--- config.mk ---
export PLATFORM = sky130hd
export DESIGN_NAME = matrix_multiply_top_flat
export DESIGN_NICKNAME = d
export VERILOG_FILES = /design/src/rtl/mm_pkg.sv /design/src/rtl/mm_if.sv /design/src/rtl/mm_mac.sv /design/src/rtl/matrix_multiply_top.sv /design/src/flat_wrapper.sv
export SDC_FILE = /design/constraint.sdc
export NUM_CORES = 2
export LEC_CHECK = 0
export ABC_CLOCK_PERIOD_IN_PS = 19000
export CORE_ASPECT_RATIO = 1.2
export CORE_MARGIN = 1
export CORE_UTILIZATION = 45
export CTS_CLUSTER_SIZE = 25
export DETAILED_ROUTE_END_ITERATION = 8
export DONT_BUFFER_PORTS = 1
export PLACE_DENSITY = 0.68
export SLEW_MARGIN = 20
export SYNTH_ARGS = -nofsm -noshare
export SYNTH_HDL_FRONTEND = slang
export SYNTH_SLANG_ARGS = --single-unit
--- constraint.sdc ---
create_clock -name clk -period 19 [get_ports clk]
set_clock_uncertainty 0.1 [all_clocks]
set_input_delay 3.8 -clock clk [delete_from_list [all_inputs] [get_ports clk]]
set_output_delay 3.8 -clock clk [all_outputs]
set_load 0.05 [all_outputs]
--- src/rtl/mm_pkg.sv ---
// Shared widths, register indexes and types for the matrix multiply block.
`default_nettype none

package mm_pkg;

	localparam int MAX_DIM_DEF = 8;
	localparam int EL_W        = 16;
	localparam int PROD_W      = 32;
	localparam int PV_W        = 35;
	localparam int CFG_W       = 4;
	localparam int CFG_IDX_W   = 2;
	localparam int POS_W       = 3;

	localparam logic [CFG_IDX_W-1:0] CFG_ROWS_A     = 2'd0;
	localparam logic [CFG_IDX_W-1:0] CFG_INNER_SIZE = 2'd1;
	localparam logic [CFG_IDX_W-1:0] CFG_COLS_B     = 2'd2;

	typedef struct packed {
		logic             first;
		logic             last;
		logic             fin;
		logic [POS_W-1:0] row;
		logic [POS_W-1:0] col;
	} mm_tag_t;

endpackage

`default_nettype wire

--- src/rtl/mm_if.sv ---
// Item channels of the matrix multiply block: input elements and product elements.
`default_nettype none

interface mm_in_if
	import mm_pkg::*;
();
	logic                   valid;
	logic                   ready;
	logic signed [EL_W-1:0] element_value;

	modport source (output valid, output element_value, input ready);
	modport sink (input valid, input element_value, output ready);
endinterface

interface mm_out_if
	import mm_pkg::*;
();
	logic                   valid;
	logic                   ready;
	logic signed [PV_W-1:0] product_value;
	logic [POS_W-1:0]       out_row;
	logic [POS_W-1:0]       out_col;
	logic                   last_result;

	modport source (output valid, output product_value, output out_row, output out_col,
		output last_result, input ready);
	modport sink (input valid, input product_value, input out_row, input out_col,
		input last_result, output ready);
endinterface

`default_nettype wire

--- src/rtl/mm_mac.sv ---
// Shared multiply-accumulate unit: product stage, accumulator and output saturation.
`default_nettype none

module mm_mac
	import mm_pkg::*;
#(
	parameter int MAX_DIM = MAX_DIM_DEF
) (
	input  wire logic                   clk,
	input  wire logic                   arst_n,
	input  wire logic                   adv,
	input  wire logic                   v_in,
	input  wire mm_tag_t                tag_in,
	input  wire logic signed [EL_W-1:0] a_in,
	input  wire logic signed [EL_W-1:0] b_in,
	output logic                        done,
	output mm_tag_t                     done_tag,
	output logic signed [PV_W-1:0]      done_value
);

	localparam int ACC_W = (33 + $clog2(MAX_DIM) > 36) ? 33 + $clog2(MAX_DIM) : 36;

	logic                     v_s2;
	logic                     v_s3;
	mm_tag_t                  tag_s2;
	mm_tag_t                  tag_s3;
	logic signed [PROD_W-1:0] prod_s2;
	logic signed [ACC_W-1:0]  acc_q;
	logic                     ovf;

	always_ff @(posedge clk or negedge arst_n) begin
		if (!arst_n) begin
			v_s2 <= 1'b0;
			v_s3 <= 1'b0;
		end else if (adv) begin
			v_s2 <= v_in;
			v_s3 <= v_s2;
		end
	end

	always_ff @(posedge clk) begin
		if (adv) begin
			tag_s2  <= tag_in;
			prod_s2 <= PROD_W'(a_in * b_in);
			tag_s3  <= tag_s2;
			if (v_s2) begin
				if (tag_s2.first) begin
					acc_q <= ACC_W'(prod_s2);
				end else begin
					acc_q <= acc_q + ACC_W'(prod_s2);
				end
			end
		end
	end

	// saturate when the bits above the 35-bit range disagree with the sign
	assign ovf        = (|acc_q[ACC_W-1:PV_W-1]) && !(&acc_q[ACC_W-1:PV_W-1]);
	assign done       = v_s3 && tag_s3.last;
	assign done_tag   = tag_s3;
	assign done_value = ovf ? {acc_q[ACC_W-1], {(PV_W-1){~acc_q[ACC_W-1]}}}
		: acc_q[PV_W-1:0];

endmodule

`default_nettype wire

--- src/rtl/matrix_multiply_top.sv ---
// Top level of the matrix multiply block: loader, stores, MAC sequencer and result register.
`default_nettype none

// Loads A (rows_a x inner_size) then B (inner_size x cols_b) row-major at one
// element item per cycle into two on-chip stores. After the last B element the
// input is not ready while the sequencer issues one multiply-accumulate per
// cycle through the single shared MAC, rows x cols x inner of them, with a size
// of zero taken as one and a size above MAX_DIM taken as MAX_DIM. Each product
// element passes the operand registers, product stage, accumulator and result
// register after its last multiply-accumulate is issued, and is offered in
// row-major order with last_result on the final one; the input is ready again
// in the cycle after the last issue. A stalled result pauses the sequencer and
// the MAC pipeline. Register writes restart loading at the first element of A.
module matrix_multiply_top
	import mm_pkg::*;
#(
	parameter int MAX_DIM = MAX_DIM_DEF
) (
	input  wire logic                 clk,
	input  wire logic                 arst_n,
	input  wire logic                 cfg_we,
	input  wire logic [CFG_IDX_W-1:0] cfg_index,
	input  wire logic [CFG_W-1:0]     cfg_data,
	mm_in_if.sink                     elements,
	mm_out_if.source                  products
);

	localparam int IW    = $clog2(MAX_DIM);
	localparam int DEPTH = MAX_DIM * MAX_DIM;
	localparam int AW    = $clog2(DEPTH);

	typedef enum logic [1:0] {
		ST_LOAD = 2'b01,
		ST_CALC = 2'b10
	} state_t;

	state_t                 state_q;
	logic [CFG_W-1:0]       rows_a_q;
	logic [CFG_W-1:0]       inner_size_q;
	logic [CFG_W-1:0]       cols_b_q;
	logic [IW-1:0]          nr_l;
	logic [IW-1:0]          nk_l;
	logic [IW-1:0]          nc_l;
	logic                   phase_q;
	logic [IW-1:0]          r_q;
	logic [IW-1:0]          c_q;
	logic [IW-1:0]          r_lim;
	logic [IW-1:0]          c_lim;
	logic                   accept;
	logic                   load_last;
	logic [AW-1:0]          wr_addr;
	logic [IW-1:0]          i_q;
	logic [IW-1:0]          j_q;
	logic [IW-1:0]          k_q;
	logic [AW-1:0]          rd_addr_a;
	logic [AW-1:0]          rd_addr_b;
	logic                   issue;
	logic                   adv;
	logic                   v_s1;
	mm_tag_t                tag_s1;
	logic signed [EL_W-1:0] a_s1;
	logic signed [EL_W-1:0] b_s1;
	logic signed [EL_W-1:0] store_a [DEPTH];
	logic signed [EL_W-1:0] store_b [DEPTH];
	logic                   mac_done;
	mm_tag_t                mac_tag;
	logic signed [PV_W-1:0] mac_value;
	logic                   out_valid_q;
	logic signed [PV_W-1:0] out_value_q;
	logic [POS_W-1:0]       out_row_q;
	logic [POS_W-1:0]       out_col_q;
	logic                   out_last_q;

	function automatic logic [IW-1:0] lim_of(input logic [CFG_W-1:0] v);
		logic [IW-1:0] r;
		if (v == '0) begin
			r = '0;
		end else if (int'(v) > MAX_DIM) begin
			r = IW'(MAX_DIM - 1);
		end else begin
			r = IW'(int'(v) - 1);
		end
		return r;
	endfunction

	assign nr_l = lim_of(rows_a_q);
	assign nk_l = lim_of(inner_size_q);
	assign nc_l = lim_of(cols_b_q);

	// loader: A walks rows_a x inner_size, B walks inner_size x cols_b
	assign r_lim          = phase_q ? nk_l : nr_l;
	assign c_lim          = phase_q ? nc_l : nk_l;
	assign elements.ready = (state_q == ST_LOAD);
	assign accept         = elements.valid && elements.ready;
	assign load_last      = phase_q && (r_q == r_lim) && (c_q == c_lim);
	assign wr_addr        = AW'(int'(r_q) * MAX_DIM) + AW'(c_q);

	assign adv       = !out_valid_q || products.ready;
	assign issue     = (state_q == ST_CALC) && adv;
	assign rd_addr_a = AW'(int'(i_q) * MAX_DIM) + AW'(k_q);
	assign rd_addr_b = AW'(int'(k_q) * MAX_DIM) + AW'(j_q);

	always_ff @(posedge clk or negedge arst_n) begin
		if (!arst_n) begin
			state_q      <= ST_LOAD;
			rows_a_q     <= CFG_W'(2);
			inner_size_q <= CFG_W'(2);
			cols_b_q     <= CFG_W'(2);
			phase_q      <= 1'b0;
			r_q          <= '0;
			c_q          <= '0;
			i_q          <= '0;
			j_q          <= '0;
			k_q          <= '0;
			v_s1         <= 1'b0;
			out_valid_q  <= 1'b0;
		end else begin
			if (cfg_we) begin
				case (cfg_index)
					CFG_ROWS_A:     rows_a_q <= cfg_data;
					CFG_INNER_SIZE: inner_size_q <= cfg_data;
					CFG_COLS_B:     cols_b_q <= cfg_data;
					default: ;
				endcase
				phase_q <= 1'b0;
				r_q     <= '0;
				c_q     <= '0;
			end else if (accept) begin
				if (c_q == c_lim) begin
					c_q <= '0;
					if (r_q == r_lim) begin
						r_q     <= '0;
						phase_q <= ~phase_q;
						if (phase_q) begin
							state_q <= ST_CALC;
							i_q     <= '0;
							j_q     <= '0;
							k_q     <= '0;
						end
					end else begin
						r_q <= r_q + 1'b1;
					end
				end else begin
					c_q <= c_q + 1'b1;
				end
			end

			if (adv) begin
				v_s1 <= issue;
			end
			if (issue) begin
				if (k_q == nk_l) begin
					k_q <= '0;
					if (j_q == nc_l) begin
						j_q <= '0;
						if (i_q == nr_l) begin
							i_q     <= '0;
							state_q <= ST_LOAD;
						end else begin
							i_q <= i_q + 1'b1;
						end
					end else begin
						j_q <= j_q + 1'b1;
					end
				end else begin
					k_q <= k_q + 1'b1;
				end
			end

			if (adv && mac_done) begin
				out_valid_q <= 1'b1;
			end else if (products.ready) begin
				out_valid_q <= 1'b0;
			end
		end
	end

	always_ff @(posedge clk) begin
		if (accept && !phase_q) begin
			store_a[wr_addr] <= elements.element_value;
		end
		if (accept && phase_q) begin
			store_b[wr_addr] <= elements.element_value;
		end
		if (adv) begin
			a_s1         <= store_a[rd_addr_a];
			b_s1         <= store_b[rd_addr_b];
			tag_s1.first <= (k_q == '0);
			tag_s1.last  <= (k_q == nk_l);
			tag_s1.fin   <= (k_q == nk_l) && (j_q == nc_l) && (i_q == nr_l);
			tag_s1.row   <= POS_W'(i_q);
			tag_s1.col   <= POS_W'(j_q);
		end
		if (adv && mac_done) begin
			out_value_q <= mac_value;
			out_row_q   <= mac_tag.row;
			out_col_q   <= mac_tag.col;
			out_last_q  <= mac_tag.fin;
		end
	end

	mm_mac #(
		.MAX_DIM(MAX_DIM)
	) u_mac (
		.clk       (clk),
		.arst_n    (arst_n),
		.adv       (adv),
		.v_in      (v_s1),
		.tag_in    (tag_s1),
		.a_in      (a_s1),
		.b_in      (b_s1),
		.done      (mac_done),
		.done_tag  (mac_tag),
		.done_value(mac_value)
	);

	assign products.valid         = out_valid_q;
	assign products.product_value = out_value_q;
	assign products.out_row       = out_row_q;
	assign products.out_col       = out_col_q;
	assign products.last_result   = out_last_q;

`ifndef SYNTH
	a_calc_after_b: assert property (@(posedge clk) disable iff (!arst_n)
		(accept && load_last && !cfg_we) |=> (state_q == ST_CALC))
		else $error("sequencer did not start after last B element");

	a_last_pos: assert property (@(posedge clk) disable iff (!arst_n)
		(mac_done && mac_tag.fin) |-> (mac_tag.row == POS_W'(nr_l))
			&& (mac_tag.col == POS_W'(nc_l)))
		else $error("final product element at wrong position");

	a_mac_hold: assert property (@(posedge clk) disable iff (!arst_n)
		(mac_done && !adv) |=> (mac_done && $stable(mac_value)))
		else $error("MAC result lost under output stall");

	a_no_load_in_calc: assert property (@(posedge clk) disable iff (!arst_n)
		(state_q == ST_CALC) |-> !(accept && phase_q))
		else $error("B store written during calculation");
`endif

endmodule

`default_nettype wire

--- src/flat_wrapper.sv ---
// flat-port wrapper written by rule: the top's interface ports become plain ports
module matrix_multiply_top_flat import mm_pkg::*;
#(
	parameter int MAX_DIM = MAX_DIM_DEF
)
  (clk, arst_n, cfg_we, cfg_index, cfg_data, elements_valid, elements_element_value, elements_ready, products_valid, products_product_value, products_out_row, products_out_col, products_last_result, products_ready);
  mm_in_if elements_i ();
  mm_out_if products_i ();
  input  wire logic clk;
  input  wire logic arst_n;
  input  wire logic cfg_we;
  input  wire logic [CFG_IDX_W-1:0] cfg_index;
  input  wire logic [CFG_W-1:0] cfg_data;
  input wire logic [$bits(elements_i.valid)-1:0] elements_valid;
  input wire logic [$bits(elements_i.element_value)-1:0] elements_element_value;
  output wire logic [$bits(elements_i.ready)-1:0] elements_ready;
  output wire logic [$bits(products_i.valid)-1:0] products_valid;
  output wire logic [$bits(products_i.product_value)-1:0] products_product_value;
  output wire logic [$bits(products_i.out_row)-1:0] products_out_row;
  output wire logic [$bits(products_i.out_col)-1:0] products_out_col;
  output wire logic [$bits(products_i.last_result)-1:0] products_last_result;
  input wire logic [$bits(products_i.ready)-1:0] products_ready;
  assign elements_i.valid = elements_valid;
  assign elements_i.element_value = elements_element_value;
  assign elements_ready = elements_i.ready;
  assign products_valid = products_i.valid;
  assign products_product_value = products_i.product_value;
  assign products_out_row = products_i.out_row;
  assign products_out_col = products_i.out_col;
  assign products_last_result = products_i.last_result;
  assign products_i.ready = products_ready;
  matrix_multiply_top #(.MAX_DIM(MAX_DIM)) u_core (.clk(clk), .arst_n(arst_n), .cfg_we(cfg_we), .cfg_index(cfg_index), .cfg_data(cfg_data), .elements(elements_i), .products(products_i));
endmodule
==> impl_results.md <==
- # setup viols final: 0
- Rel. slew slack: approximately a quarter
- CP Capture Point: u_core.u_mac.prod_s2[31]
- Hold violation total from the final report: 0
- Synthesized-area fraction occupied by adder cells: 7.10%
- Critical path type: register to register
- First-pass GRT wire length: around 330 mm
- Crit path top cell by count: fa_1
- Critical path arrival: 7.22 ns
- Post-route DRC: 0
- Post_cts resized: 0
- DRT iter0 DRCs: roughly 4,400
- Reg2reg end: u_core.u_mac.prod_s2[31]
- Most frequent cells in the layout: edfxtp_1 (2,216), mux4_2 (672), inv_1 (316), fa_1 (263), clkbuf_16 (209)
- TritonCTS clock tree: built
- Clock buffer count from CTS: 208
- Post-synth ARST share: between 1.5 and 2%
- DR pass1 iterations: 7
- Slowest CP cell: fa_1
- Critical path's largest stage delay: 0.88 ns
- Flop2flop setup slack: roughly 12 ns
- Skew-Pair Late Insertion Delay: between 0.8 and 0.9 ns
- Vias: 46,800
- Max Clk Rate: 148 MHz
- CTS root buf: clkbuf_16
- Largest family of logic cells by synthesized area: multiplexers
- Clock power share: 35.5%
- Reg clk slew, reported paths: 0.07 ns
- Layout area overhead: 10.6%
- Synthesis Warnings: 0
- RSZ-0062 raised after global routing: no
- Top Ports: slightly above 70
- Cell Int Power: 8.59 mW
- Complex-gate fraction of the synthesized area: ~1.9%
- RR Startpoint: u_core.b_s1[2]
- Port Buf Inserts: 0
- Core area: 215,000 µm²
- Hold_ws: 0.319 ns
- TNS Setup: 0 ns
- Most common cell after layout, fill and taps aside: edfxtp_1
- Initial antenna violation count: 15
- Mean post-synth cell area: 19.9 µm²
- Final Critical Period: approximately 6.7 ns
- Largest net degree at the start of global routing: 155
- Max Slew Vio Count: 0
- Crit-path leading delay family: adder cells
- Crit share post-route: 35.5%
- Max cap viols: 0
- WP buf/inv: 5
- Top cell type's share of synthesized area: 68.2%
- Height of the die: 512 µm
- R2R depth: 20
- Slew @ Worst Pin: around 1.1 ns
- Wirelength per Cell: 27.8 µm
- Ranking of synthesized cells by area: edfxtp_1 (68%), mux4_2 (16%), fa_1 (5.4%)
- Worst Setup End Kind: register
- Post-synthesis xor/xnor area fraction: 0.628%
- Gpl congestion: a little under 0.9
- Run status: finished, final reports clean
- Total gr overflow: 0
- CP Depth: 20
- Post-synthesis net count: approximately 5,300
- Post-Syn Area: 97,600 µm²
- Critical path peak fanout: 16
- Pwr per Cell Area: 106 nW/µm²
- Fillers: 17,000
- Clk buf depth: 3
- Leak: 35.8 nW
- Die X: 427 µm
- Max VDD drop: roughly 0.09 mV
- EDFF count, synth: between 2,000 and 2,500
- Clock Sinks: around 2,300
- Sw frac: 24.9%
- Hold Crit Class: register to register
- Combinational Power Share: between 10% and 20%
- Initial core utilization: 45.4%
- Reg power frac: 49.5%
- Top cell type by total area after synthesis: edfxtp_1
- Register area share after synthesis: 69.1%
- Drt total wl: 224 mm
- Synthesized flop and latch total: 2,250
- Crit path from: u_core.b_s1[2]
- H-tree levels: 4
- Post-CTS setup repair buffer count: 0
- Post-synthesis cell type count: 77
- Cells after synthesis: 4,912
- Final ANT Viol Nets: 0
- Vias in the first global route: 48,400
- Tot GR Track Use: between 20% and 30%
- Die Area: 219,000 µm²
- Ratio of cells with drive above 1 in the final layout: ~22%
- Hold Buf Count CTS: 0
- Most used DFF post-synth: edfxtp_1
- WP data required: 19.47 ns
- Fin nets: 5,454
- Drt via density: 5.82
- Net Switching: 2.84 mW
- Multiplexer share of the synthesized area: between 15 and 20%
- FP Rows: 186
- CP Cell Sequence: nand2_1, inv_1, fa_1, fa_1, inv_1, fa_1, fa_1, inv_1, fa_1, inv_1, fa_1, inv_1, ha_1, and3_1, and3_1, nand2_1, o21a_1, o311ai_1, a21oi_1, xnor2_1
- Startpoint Class: register
- Synth Area in Simple Gates: 3.27%
- Detailed placer's ending HPWL: 135 mm
## cell families (layout without fill, tap and decap cells)
group | after synthesis | in the layout
fa+ha+maj | 397 | 397
flops | 2250 | 2250
compound gates | 292 | 292
xor+xnor | 70 | 70
simple gates | 655 | 655
buf+inv | 558 | 848
other cells | 0 | 7
mux | 690 | 690
## Yosys cell counts, types with 18 or more instances
| cell | n |
|---|---|
| buf_2 | 45 |
| xnor2_1 | 46 |
| fa_1 | 263 |
| a21oi_1 | 63 |
| buf_1 | 27 |
| o21ai_1 | 24 |
| nand2b_1 | 18 |
| nor2_1 | 178 |
| nand2_1 | 206 |
| inv_1 | 318 |
| edfxtp_1 | 2216 |
| a21o_1 | 56 |
| clkbuf_1 | 146 |
| or3_1 | 21 |
| and2_1 | 134 |
| ha_1 | 128 |
| o21ai_0 | 72 |
| nand3_1 | 18 |
| mux4_2 | 672 |
| xor2_1 | 24 |
| dfrtp_1 | 30 |
## sequential cells by signal, indices dropped and copies added (netlist names), 8 cells and up
| name | count |
|---|---|
| u_core.a_s1 | 16 |
| u_core.b_s1 | 16 |
| u_core.products.product_value | 35 |
| u_core.store_a | 1024 |
| u_core.store_b | 1024 |
| u_core.tag_s1 | 9 |
| u_core.u_mac.acc_q | 36 |
| u_core.u_mac.done_tag | 8 |
| u_core.u_mac.prod_s2 | 32 |
| u_core.u_mac.tag_s2 | 9 |
## per-stage QoR
step | util, % | area (µm²) | total power, mW | setup WS, ns | std cells
global placement | 47.1 | 101000 | 7.41 | 12.37 | 7646
global route | 50.2 | 108000 | 11.9 | 11.89 | 8023
finish | 50.2 | 108000 | 11.4 | 12.25 | 8029
detailed placement | 47.1 | 101000 | 7.46 | 12.28 | 7646
CTS | 50.2 | 108000 | 11.5 | 12.25 | 8022
floorplan | - | 97600 | 7.08 | 11.71 | 4912
## metal layers
metal  up-vias  share of wire (%)  GRT usage, %
met5         -              0.047             0
met2      1687                 52          35.3
met4        16                3.3          6.78
met1     25100                 39          27.1
met3       365                6.5          3.64
li1      19600                  -             -
## power by group through the flow
stage / sequential, mW / combinational, mW / clock, mW
after floorplan: 5.74 / 1.34 / 0
after global placement: 5.76 / 1.65 / 0
after detailed placement: 5.77 / 1.70 / 0
after CTS: 5.66 / 1.71 / 4.12
after global routing: 5.67 / 1.94 / 4.31
final: 5.66 / 1.71 / 4.06
## how the worst min path moves through the flow
stage | slack [ns] | startpoint | cells past startpoint | endpoint
floorplan | 0.30 | u_core.u_mac.done_tag[6] | 0 | u_core.products.last_result
global placement | 0.31 | u_core.tag_s1[6] | 0 | u_core.u_mac.tag_s2[6]
detailed placement | 0.30 | u_core.tag_s1[6] | 0 | u_core.u_mac.tag_s2[6]
CTS | 0.32 | u_core.tag_s1[6] | 0 | u_core.u_mac.tag_s2[6]
global route | 0.33 | u_core.tag_s1[6] | 0 | u_core.u_mac.tag_s2[6]
finish | 0.32 | u_core.tag_s1[6] | 0 | u_core.u_mac.tag_s2[6]
## final cells by class
type | count | area, µm² | share of cell area (%)
flip-flops and latches | 2250 | 67400 | 62.5
multi-input cells | 2104 | 27900 | 25.9
clock buffers | 254 | 5450 | 5.05
well taps | 2820 | 3530 | 3.27
inverters | 320 | 1210 | 1.12
repair buffers | 152 | 1190 | 1.11
clock inverters | 122 | 1160 | 1.08
diodes | 7 | 17.5 | 0.0162
## worst reg2reg max path, cell delays in order, from the launching register on
cell	delay [ns]
edfxtp_1	0.72
nand2_1	0.20
inv_1	0.12
fa_1	0.57
fa_1	0.88
inv_1	0.12
fa_1	0.44
fa_1	0.55
inv_1	0.06
fa_1	0.52
inv_1	0.05
fa_1	0.47
inv_1	0.04
ha_1	0.36
and3_1	0.21
and3_1	0.24
nand2_1	0.08
o21a_1	0.20
o311ai_1	0.29
a21oi_1	0.12
xnor2_1	0.13
Note: power is estimated with default switching activity, not from simulation.
